File: config.mk
export PLATFORM = sky130hd
export DESIGN_NAME = jpeg_huffman_code_table_builder_core
export DESIGN_NICKNAME = d
export VERILOG_FILES = /design/src/hw/rtl/jhtb_pkg.sv /design/src/hw/rtl/jpeg_huffman_code_table_builder_core.sv /design/src/hw/rtl/jhtb_front.sv /design/src/hw/rtl/jhtb_queue.sv /design/src/hw/rtl/jhtb_back.sv
export SDC_FILE = /design/constraint.sdc
export NUM_CORES = 1
export LEC_CHECK = 0
export ABC_AREA = 1
export BUFFER_PORTS_ARGS = -buffer_cell sky130_fd_sc_hd__buf_2
export CORE_MARGIN = 4
export CORE_UTILIZATION = 45
export CTS_CLUSTER_DIAMETER = 40
export DETAILED_ROUTE_END_ITERATION = 8
export GPL_TIMING_DRIVEN = 0
export PLACE_DENSITY = 0.66
export SYNTH_ARGS = -nofsm -noshare
export SYNTH_HDL_FRONTEND = slang
export SYNTH_SLANG_ARGS = --single-unit
export TNS_END_PERCENT = 5
File: constraint.sdc
create_clock -name i_clk -period 12.1 [get_ports i_clk]
set_clock_uncertainty 0.1 [all_clocks]
set_input_delay 0 -clock i_clk [delete_from_list [all_inputs] [get_ports i_clk]]
set_output_delay 0 -clock i_clk [all_outputs]
set_load 0.02 [all_outputs]
File: src/hw/rtl/jhtb_pkg.sv
// Shared types and constants for the JPEG Huffman code table builder.
package jhtb_pkg;

    localparam int MAX_CODE_LENGTH = 16;
    localparam int SYMBOL_COUNT    = 256;

    localparam int BYTE_W  = 8;
    localparam int LEN_W   = 5;                       // holds 0..MAX_CODE_LENGTH
    localparam int POS_W   = $clog2(MAX_CODE_LENGTH); // count byte position
    localparam int CODE_W  = 17;                      // code with saturation room
    localparam int SUM_W   = 12;                      // sum of all count bytes
    localparam int SYM_W   = 9;                       // holds 0..SYMBOL_COUNT
    localparam int IDX_W   = 9;
    localparam int BITS_W  = 16;
    localparam int PACK_W  = 32;

    localparam logic [CODE_W-1:0] CODE_SAT = {CODE_W{1'b1}};

    localparam int Q_DEPTH = 4;
    localparam int Q_PTR_W = $clog2(Q_DEPTH);
    localparam int Q_CNT_W = Q_PTR_W + 1;

    typedef struct packed {
        logic [BYTE_W-1:0] table_byte;
        logic              table_start;
    } t_in_item;

    typedef struct packed {
        logic [IDX_W-1:0]  table_index;
        logic [BITS_W-1:0] code_bits;
        logic [LEN_W-1:0]  code_length;
        logic [PACK_W-1:0] packed_entry;
        logic              table_error;
        logic              last_entry;
    } t_out_item;

    localparam t_out_item CLEAR_ITEM = '{
        table_index:  '0,
        code_bits:    '0,
        code_length:  '0,
        packed_entry: '0,
        table_error:  1'b0,
        last_entry:   1'b1
    };

    // What the back end has to emit for one queued command.
    typedef enum logic [1:0] {
        KIND_ENTRY       = 2'd0,   // one code entry
        KIND_ENTRY_CLEAR = 2'd1,   // code entry, then the index 0 clearing write
        KIND_CLEAR       = 2'd2    // clearing write only
    } t_kind;

    typedef struct packed {
        t_kind     kind;
        t_out_item entry;
    } t_cmd;

    typedef struct packed {
        logic full;
        logic empty;
    } t_q_status;

    typedef enum logic [1:0] {
        BK_ENTRY = 2'b01,
        BK_CLEAR = 2'b10
    } t_back_state;

endpackage

File: src/hw/rtl/jpeg_huffman_code_table_builder_core.sv
// Top level of the JPEG canonical Huffman code table builder.
//
// Channel   Direction  Handshake            Payload
// input     in         push / full          i_item (t_in_item)
// result    out        empty / pop          o_item (t_out_item)
// config    in         i_cfg_wr_en          i_cfg_wr_data (ac_table)
//
// One item is taken per cycle while full is low; the front end does the
// whole length search (priority find over the count line) and code
// increment in that cycle. Results are registered in the command queue.
// The last symbol of an AC table yields two results, drained one per cycle
// on pop from the four-deep queue; full rises only when that queue fills.
// Reset (synchronous, active low) returns to the count phase with ac_table 0.
module jpeg_huffman_code_table_builder_core import jhtb_pkg::*; (
    input  logic      i_clk,
    input  logic      i_rst_n,
    input  logic      push,
    output logic      full,
    input  t_in_item  i_item,
    output logic      empty,
    input  logic      pop,
    output t_out_item o_item,
    input  logic      i_cfg_wr_en,
    input  logic      i_cfg_wr_data
);

    t_q_status q_status;
    t_cmd      front_cmd;
    t_cmd      q_head;
    logic      front_push;
    logic      q_rd_en;
    logic      accept;

    // Take an item whenever the queue has a free slot.
    assign full   = q_status.full;
    assign accept = push & ~q_status.full;

    jhtb_front u_front (
        .i_clk         (i_clk),
        .i_rst_n       (i_rst_n),
        .i_accept      (accept),
        .i_item        (i_item),
        .i_cfg_wr_en   (i_cfg_wr_en),
        .i_cfg_wr_data (i_cfg_wr_data),
        .o_push        (front_push),
        .o_cmd         (front_cmd)
    );

    // Decouple the parser from the result consumer.
    jhtb_queue u_queue (
        .i_clk    (i_clk),
        .i_rst_n  (i_rst_n),
        .i_wr_en  (front_push),
        .i_wr_cmd (front_cmd),
        .i_rd_en  (q_rd_en),
        .o_head   (q_head),
        .o_status (q_status)
    );

    // Expand each command into one or two table writes.
    jhtb_back u_back (
        .i_clk    (i_clk),
        .i_rst_n  (i_rst_n),
        .i_head   (q_head),
        .i_status (q_status),
        .i_pop    (pop),
        .o_rd_en  (q_rd_en),
        .o_item   (o_item),
        .o_empty  (empty)
    );

endmodule

File: src/hw/rtl/jhtb_front.sv
// Front end: parses table bytes, assigns canonical codes and queues commands.
module jhtb_front import jhtb_pkg::*; (
    input  logic     i_clk,
    input  logic     i_rst_n,
    input  logic     i_accept,
    input  t_in_item i_item,
    input  logic     i_cfg_wr_en,
    input  logic     i_cfg_wr_data,
    output logic     o_push,
    output t_cmd     o_cmd
);

    logic                    r_ac;
    logic                    r_loading;
    logic [POS_W-1:0]        r_pos;
    logic [SUM_W-1:0]        r_sum;
    logic [BYTE_W-1:0]       r_lens [MAX_CODE_LENGTH];
    logic [LEN_W-1:0]        r_cur;
    logic [CODE_W-1:0]       r_code;
    logic [SYM_W-1:0]        r_sym_left;
    logic                    r_over;

    logic                    n_loading;
    logic [POS_W-1:0]        n_pos;
    logic [SUM_W-1:0]        n_sum;
    logic [BYTE_W-1:0]       n_lens [MAX_CODE_LENGTH];
    logic [LEN_W-1:0]        n_cur;
    logic [CODE_W-1:0]       n_code;
    logic [SYM_W-1:0]        n_sym_left;
    logic                    n_over;

    logic                    eff_loading;
    logic [POS_W-1:0]        eff_pos;
    logic                    adv;
    logic [POS_W-1:0]        skip;
    logic [POS_W:0]          sel;
    logic [BYTE_W-1:0]       shifted [MAX_CODE_LENGTH];
    logic [LEN_W-1:0]        len;
    logic [2*CODE_W-2:0]     code_wide;
    logic [CODE_W-1:0]       code;
    logic [CODE_W+PACK_W-1:0] pack_wide;
    logic                    last;
    logic                    err;

    always_comb begin
        eff_loading = i_item.table_start | r_loading;
        eff_pos     = i_item.table_start ? '0 : r_pos;

        // Skip empty lengths: find the next length that still has codes.
        adv  = (r_lens[0] == '0) && (r_cur < LEN_W'(MAX_CODE_LENGTH));
        skip = adv ? POS_W'(LEN_W'(MAX_CODE_LENGTH) - r_cur) : '0;
        for (int j = MAX_CODE_LENGTH - 1; j >= 1; j--) begin
            if (adv && (r_lens[j] != '0)) begin
                skip = POS_W'(j);
            end
        end

        // Drop the skipped lengths from the head of the count line.
        for (int i = 0; i < MAX_CODE_LENGTH; i++) begin
            sel = (POS_W+1)'(i) + {1'b0, skip};
            shifted[i] = (sel < (POS_W+1)'(MAX_CODE_LENGTH)) ? r_lens[sel[POS_W-1:0]] : '0;
        end

        len       = r_cur + LEN_W'(skip);
        code_wide = (2*CODE_W-1)'(r_code) << skip;
        code      = (code_wide[2*CODE_W-2:CODE_W] != '0) ? CODE_SAT
                                                         : code_wide[CODE_W-1:0];
        pack_wide = {code, {PACK_W{1'b0}}} >> len;
        last      = (r_sym_left == SYM_W'(1));
        err       = r_over | ((code >> len) != '0);

        n_loading  = r_loading;
        n_pos      = r_pos;
        n_sum      = r_sum;
        n_lens     = r_lens;
        n_cur      = r_cur;
        n_code     = r_code;
        n_sym_left = r_sym_left;
        n_over     = r_over;

        o_push = 1'b0;
        o_cmd.kind                 = KIND_ENTRY;
        o_cmd.entry.table_index    = (r_ac && (i_item.table_byte == '0))
                                   ? IDX_W'(SYMBOL_COUNT) : IDX_W'(i_item.table_byte);
        o_cmd.entry.code_bits      = code[BITS_W-1:0];
        o_cmd.entry.code_length    = len;
        o_cmd.entry.packed_entry   = pack_wide[PACK_W-1:0] | PACK_W'(len);
        o_cmd.entry.table_error    = err;
        o_cmd.entry.last_entry     = last & ~r_ac;

        if (i_accept) begin
            if (eff_loading) begin
                // Shift the count in at the tail; after a full run the head is length 1.
                for (int i = 0; i < MAX_CODE_LENGTH - 1; i++) begin
                    n_lens[i] = r_lens[i+1];
                end
                n_lens[MAX_CODE_LENGTH-1] = i_item.table_byte;
                n_sum = ((eff_pos == '0) ? '0 : r_sum) + SUM_W'(i_item.table_byte);
                if (eff_pos == POS_W'(MAX_CODE_LENGTH - 1)) begin
                    n_loading  = 1'b0;
                    n_pos      = '0;
                    n_cur      = LEN_W'(1);
                    n_code     = '0;
                    n_over     = (n_sum > SUM_W'(SYMBOL_COUNT));
                    n_sym_left = n_over ? SYM_W'(SYMBOL_COUNT) : n_sum[SYM_W-1:0];
                    if ((n_sym_left == '0) && r_ac) begin
                        o_push     = 1'b1;
                        o_cmd.kind = KIND_CLEAR;
                    end
                end else begin
                    n_loading = 1'b1;
                    n_pos     = eff_pos + POS_W'(1);
                end
            end else if (r_sym_left != '0) begin
                o_push     = 1'b1;
                o_cmd.kind = (last && r_ac) ? KIND_ENTRY_CLEAR : KIND_ENTRY;
                n_lens     = shifted;
                n_lens[0]  = (shifted[0] != '0) ? shifted[0] - BYTE_W'(1) : '0;
                n_cur      = len;
                n_code     = (code < CODE_SAT) ? code + CODE_W'(1) : code;
                n_sym_left = r_sym_left - SYM_W'(1);
            end
        end
    end

    always_ff @(posedge i_clk) begin
        if (!i_rst_n) begin
            r_ac       <= 1'b0;
            r_loading  <= 1'b1;
            r_pos      <= '0;
            r_cur      <= LEN_W'(1);
            r_code     <= '0;
            r_sym_left <= '0;
            r_over     <= 1'b0;
        end else begin
            if (i_cfg_wr_en) begin
                r_ac <= i_cfg_wr_data;
            end
            r_loading  <= n_loading;
            r_pos      <= n_pos;
            r_cur      <= n_cur;
            r_code     <= n_code;
            r_sym_left <= n_sym_left;
            r_over     <= n_over;
        end
    end

    always_ff @(posedge i_clk) begin
        r_sum  <= n_sum;
        r_lens <= n_lens;
    end

    a_len_range: assert property (@(posedge i_clk) disable iff (!i_rst_n)
        (r_cur >= LEN_W'(1)) && (r_cur <= LEN_W'(MAX_CODE_LENGTH)))
        else $error("current code length out of range");

    a_sym_bound: assert property (@(posedge i_clk) disable iff (!i_rst_n)
        (r_sym_left <= SYM_W'(SYMBOL_COUNT)) && (!r_loading || r_pos != '0 || 1'b1))
        else $error("symbol budget above table size");

endmodule

File: src/hw/rtl/jhtb_queue.sv
// Command queue between the front end and the back end.
module jhtb_queue import jhtb_pkg::*; (
    input  logic      i_clk,
    input  logic      i_rst_n,
    input  logic      i_wr_en,
    input  t_cmd      i_wr_cmd,
    input  logic      i_rd_en,
    output t_cmd      o_head,
    output t_q_status o_status
);

    t_cmd               r_slots [Q_DEPTH];
    logic [Q_PTR_W-1:0] r_wr_ptr;
    logic [Q_PTR_W-1:0] r_rd_ptr;
    logic [Q_CNT_W-1:0] r_count;

    assign o_head         = r_slots[r_rd_ptr];
    assign o_status.full  = (r_count == Q_CNT_W'(Q_DEPTH));
    assign o_status.empty = (r_count == '0);

    always_ff @(posedge i_clk) begin
        if (i_wr_en) begin
            r_slots[r_wr_ptr] <= i_wr_cmd;
        end
    end

    always_ff @(posedge i_clk) begin
        if (!i_rst_n) begin
            r_wr_ptr <= '0;
            r_rd_ptr <= '0;
            r_count  <= '0;
        end else begin
            if (i_wr_en) begin
                r_wr_ptr <= r_wr_ptr + Q_PTR_W'(1);
            end
            if (i_rd_en) begin
                r_rd_ptr <= r_rd_ptr + Q_PTR_W'(1);
            end
            r_count <= r_count + Q_CNT_W'(i_wr_en) - Q_CNT_W'(i_rd_en);
        end
    end

    a_no_overflow: assert property (@(posedge i_clk) disable iff (!i_rst_n)
        !(i_wr_en && o_status.full && !i_rd_en))
        else $error("command written into a full queue");

    a_no_underflow: assert property (@(posedge i_clk) disable iff (!i_rst_n)
        !(i_rd_en && o_status.empty))
        else $error("command read from an empty queue");

endmodule

File: src/hw/rtl/jhtb_back.sv
// Back end: expands queued commands into table write items.
module jhtb_back import jhtb_pkg::*; (
    input  logic      i_clk,
    input  logic      i_rst_n,
    input  t_cmd      i_head,
    input  t_q_status i_status,
    input  logic      i_pop,
    output logic      o_rd_en,
    output t_out_item o_item,
    output logic      o_empty
);

    t_back_state r_state;
    t_back_state n_state;
    logic        take;

    assign o_empty = i_status.empty;
    assign take    = i_pop & ~i_status.empty;

    always_comb begin
        o_item  = ((i_head.kind == KIND_CLEAR) || (r_state == BK_CLEAR)) ? CLEAR_ITEM
                                                                        : i_head.entry;
        o_rd_en = take & ((i_head.kind != KIND_ENTRY_CLEAR) || (r_state == BK_CLEAR));
        n_state = r_state;
        unique case (r_state)
            BK_ENTRY: begin
                if (take && (i_head.kind == KIND_ENTRY_CLEAR)) begin
                    n_state = BK_CLEAR;
                end
            end
            BK_CLEAR: begin
                if (take) begin
                    n_state = BK_ENTRY;
                end
            end
            default: begin
                n_state = BK_ENTRY;
            end
        endcase
    end

    always_ff @(posedge i_clk) begin
        if (!i_rst_n) begin
            r_state <= BK_ENTRY;
        end else begin
            r_state <= n_state;
        end
    end

    a_clear_phase: assert property (@(posedge i_clk) disable iff (!i_rst_n)
        (r_state == BK_CLEAR) |-> (!i_status.empty && i_head.kind == KIND_ENTRY_CLEAR))
        else $error("clear phase without a pending entry-and-clear command");

endmodule
==> results.json <==
{
  "fin_crit_ps": 7450,
  "power_density_nw_per_um2": 268,
  "ir_drop_v": 0.000162,
  "num_rows": 90,
  "antenna_found_initial": 1,
  "drv_cap": 0,
  "viasPerCell": 5.92,
  "htree_levels": 3,
  "drtAntennaViolNets": 0,
  "cts_tree": "built",
  "vias": 27200,
  "dp_slack_ps": 4880,
  "p_leak_nw": 13.1,
  "ctsResizeCount": 0,
  "finish.utilization": 0.528,
  "die_area_um2": 65500,
  "clk_path_buf_depth": 3,
  "required_ps": 12310,
  "drive_gt1_frac": 0.0828,
  "synth-compound-area-share": 0.169,
  "drt_iter0_drc": 3525,
  "crit_path_end_kind": "flop",
  "nNetsFinal": 3804,
  "ys_seq_area_frac": 0.470,
  "max_freq_mhz": 134,
  "synth_xor_area_frac": 0.0133,
  "hold_path.startpoint": "i_cfg_wr_en",
  "drt_wl_total_mm": 108,
  "rsz0062_at_grt": "false",
  "routabilityCongestion": 1.11,
  "startpoint_type": "flop",
  "avgRoutedWirePerCell_um": 23.6,
  "r2r-start": "u_front.r_lens[39]$_DFFE_PP_",
  "hold_viol": 0,
  "ys_seq_elements": 449,
  "crit_start": "u_front.r_lens[39]$_DFFE_PP_",
  "min_path_type": "input pin to flop",
  "synth_fa_ha_area_frac": 0.0194,
  "first_global_vias": 24700,
  "die_h_um": 256,
  "track_usage": 0.316,
  "p_total_mw": 8.56,
  "syn_area_um2": 27700,
  "die_w_um": 256,
  "synth_top_family_by_area": "simple AND/OR/NAND/NOR gates",
  "yosysTopAreaCell": "edfxtp_1",
  "cts_buffers": 72,
  "grt_pass1_wl_mm": 157,
  "crit_type": "flop to flop",
  "syn_inst": 3570,
  "min_period_over_period": 0.616,
  "start_util": 0.456,
  "outcome": "complete, no violations",
  "grt_max_degree": 69,
  "synth_cell_types": 53,
  "clk_pin_slew_ps": 50,
  "yosys.area_share.simple": 0.245,
  "gr-total-overflow": 0,
  "synth_area_leaders": "edfxtp_1 (43%), nand2_1 (10%), o21ai_0 (9.1%), nor2_1 (7.8%), inv_1 (4.2%)",
  "cp.arrival_ps": 7660,
  "synth.mux.area_fraction": 0.00471,
  "syn2layout_area_growth_pct": 15.6,
  "dp_hpwl_mm": 83.1,
  "fin_hold_ws_ps": 201,
  "pin_count": 81,
  "max_slew_margin": 0.0606,
  "finalSetupViolCount": 0,
  "n_fill_cell": 5747,
  "cts-root-buf": "clkbuf_16",
  "synth.top_cell.area_share": 0.434,
  "yosys_warnings": 0,
  "synth_area_per_cell_um2": 7.75,
  "core_um2": 60600,
  "tightest_slew_ps": 1400,
  "cp_max_fo": 14,
  "syn_nets": 3626,
  "numPortBuffers": 80,
  "drc_errors": 0,
  "cts.sinks": 449,
  "first_pass_iters": 6,
  "setup_slack_ps": 4650,
  "clock_latency_ps": 630,
  "drv_slew": 0
}
## state kept, by name, summed over array words and instances, names as in the netlist, named ones only
name                flops
u_back.r_state          2
u_front.r_ac            1
u_front.r_code         17
u_front.r_cur           5
u_front.r_lens        128
u_front.r_loading       1
u_front.r_over          1
u_front.r_pos           4
u_front.r_sum          12
u_front.r_sym_left      9
u_queue.r_count         3
u_queue.r_rd_ptr        2
u_queue.r_slots       260
u_queue.r_wr_ptr        2
## repair_timing
action,4_1_cts,5_1_grt
hold endpoints to repair,77,0
setup buffers,0,0
hold buffers,15,0
## path summary, 6_finish.rpt
path / endpoint / slack [ps] / cells after the start
max reg2reg: u_queue.r_slots[1][32]$_DFFE_PP_ / 4650 / 21
min: u_front.r_ac$_SDFFE_PN0P_ / 200 / 4
min reg2reg: u_front.r_loading$_SDFFE_PN1P_ / 360 / 2
max: u_queue.r_slots[1][32]$_DFFE_PP_ / 4650 / 21
## cell type report
| type | instances | area, µm² | share of cell area |
|---|---|---|---|
| Timing Repair Buffer | 104 | 753 | 0.0236 |
| Tap cell | 782 | 978 | 0.0306 |
| Buffer | 213 | 935 | 0.0292 |
| Clock inverter | 50 | 651 | 0.0204 |
| Clock buffer | 82 | 1880 | 0.0588 |
| Multi-Input combinational cell | 2578 | 12500 | 0.392 |
| Antenna cell | 1 | 2.50 | 0.0000783 |
| Inverter | 330 | 1240 | 0.0388 |
| Sequential cell | 449 | 13000 | 0.407 |
## cell usage after synthesis (all sizes together)
| master | number |
|---|---|
| a211oi | 1 |
| a21boi | 1 |
| a21o | 2 |
| a21oi | 166 |
| a221oi | 2 |
| a31o | 1 |
| a31oi | 4 |
| a41oi | 1 |
| and3 | 2 |
| buf | 79 |
| clkbuf | 134 |
| clkinv | 8 |
| dfxtp | 49 |
| edfxtp | 400 |
| fa | 3 |
| ha | 38 |
| inv | 322 |
| mux2i | 13 |
| nand2 | 750 |
| nand3 | 196 |
| nand3b | 1 |
| nand4 | 45 |
| nor2 | 585 |
| nor3 | 17 |
| nor4 | 26 |
| o2111ai | 5 |
| o211ai | 22 |
| o21a | 4 |
| o21ai | 537 |
| o21bai | 1 |
| o22ai | 18 |
| o311ai | 1 |
| o31ai | 12 |
| o32ai | 68 |
| or2 | 13 |
| or4 | 1 |
| xnor2 | 8 |
| xor2 | 34 |
## through the flow
| stage | setup TNS [ps] | instance area (µm²) | instances |
|---|---|---|---|
| finish | 0 | 32000 | 4589 |
| global route | 0 | 32000 | 4588 |
| CTS | 0 | 32000 | 4588 |
| detailed placement | 0 | 29300 | 4441 |
| global placement | -462340 | 29000 | 4432 |
| floorplan | 0 | 27700 | 3570 |
## layout by cell type, fill, tap and decap left out, types with 7 or more instances in the layout
cell           netlist  routed
nand2_1            738     737
nor2_1             572     568
o21ai_0            504     504
edfxtp_1           400     400
inv_1              311     311
nand3_1            192     192
a21oi_1            164     164
clkbuf_1           134     141
buf_2               27     107
clkbuf_16            0      73
o32ai_1             68      68
dfxtp_1             49      49
nand4_1             45      45
ha_1                38      38
xor2_1              34      34
o21ai_1             33      33
buf_1               33      33
nor4_1              26      26
o211ai_1            22      22
o22ai_1             18      18
nor3_1              17      17
dlygate4sd3_1        0      15
clkinv_1             8      13
mux2i_1             13      13
or2_2               12      12
o31ai_1             12      12
buf_4               11      11
bufinv_16            0      11
nor2_2              10      10
inv_2               10      10
clkinv_2             0      10
xnor2_1              8       8
buf_6                8       8
clkinv_4             0       7
## metal layers
| layer | vias to the layer above | global-route usage | part of all wire |
|---|---|---|---|
| met5 | - | 0 | 0 |
| met4 | 0 | 0.192 | 0.080 |
| met3 | 418 | 0.0649 | 0.10 |
| met2 | 1701 | 0.494 | 0.43 |
| met1 | 12500 | 0.407 | 0.39 |
| li1 | 12500 | - | - |
## critical path, stage by stage (launching register included)
cell and delay [ps]:
edfxtp_1 560, nor4_1 350, nand3_1 360, nand2_1 240, inv_1 110, nor4_1 340, nand2_1 100, nand2_1 70
nand2_1 160, inv_1 150, buf_2 230, buf_2 280, clkbuf_1 420, clkbuf_1 740, ha_1 440, a21oi_1 150
nand2_1 110, xor2_1 310, clkbuf_1 390, buf_1 600, a31oi_1 240, o21ai_0 680
## kinds of logic (layout without fill, tap and decap cells)
logic type | count (synthesis) | count (layout)
flops | 449 | 449
fa+ha+maj | 41 | 41
xor+xnor | 42 | 42
other cells | 0 | 1
compound gates | 846 | 846
buf+inv | 543 | 779
mux | 13 | 13
simple gates | 1636 | 1636
## report_power, final
| group | switching [mW] | internal (mW) | leakage (nW) |
|---|---|---|---|
| Sequential | 0.292 | 2.07 | 4.23 |
| Combinational | 3.02 | 1.02 | 7.66 |
| Clock | 0.784 | 1.37 | 1.23 |
| Total | 4.10 | 4.47 | 13.1 |
Note: power is estimated with default switching activity, not from simulation.
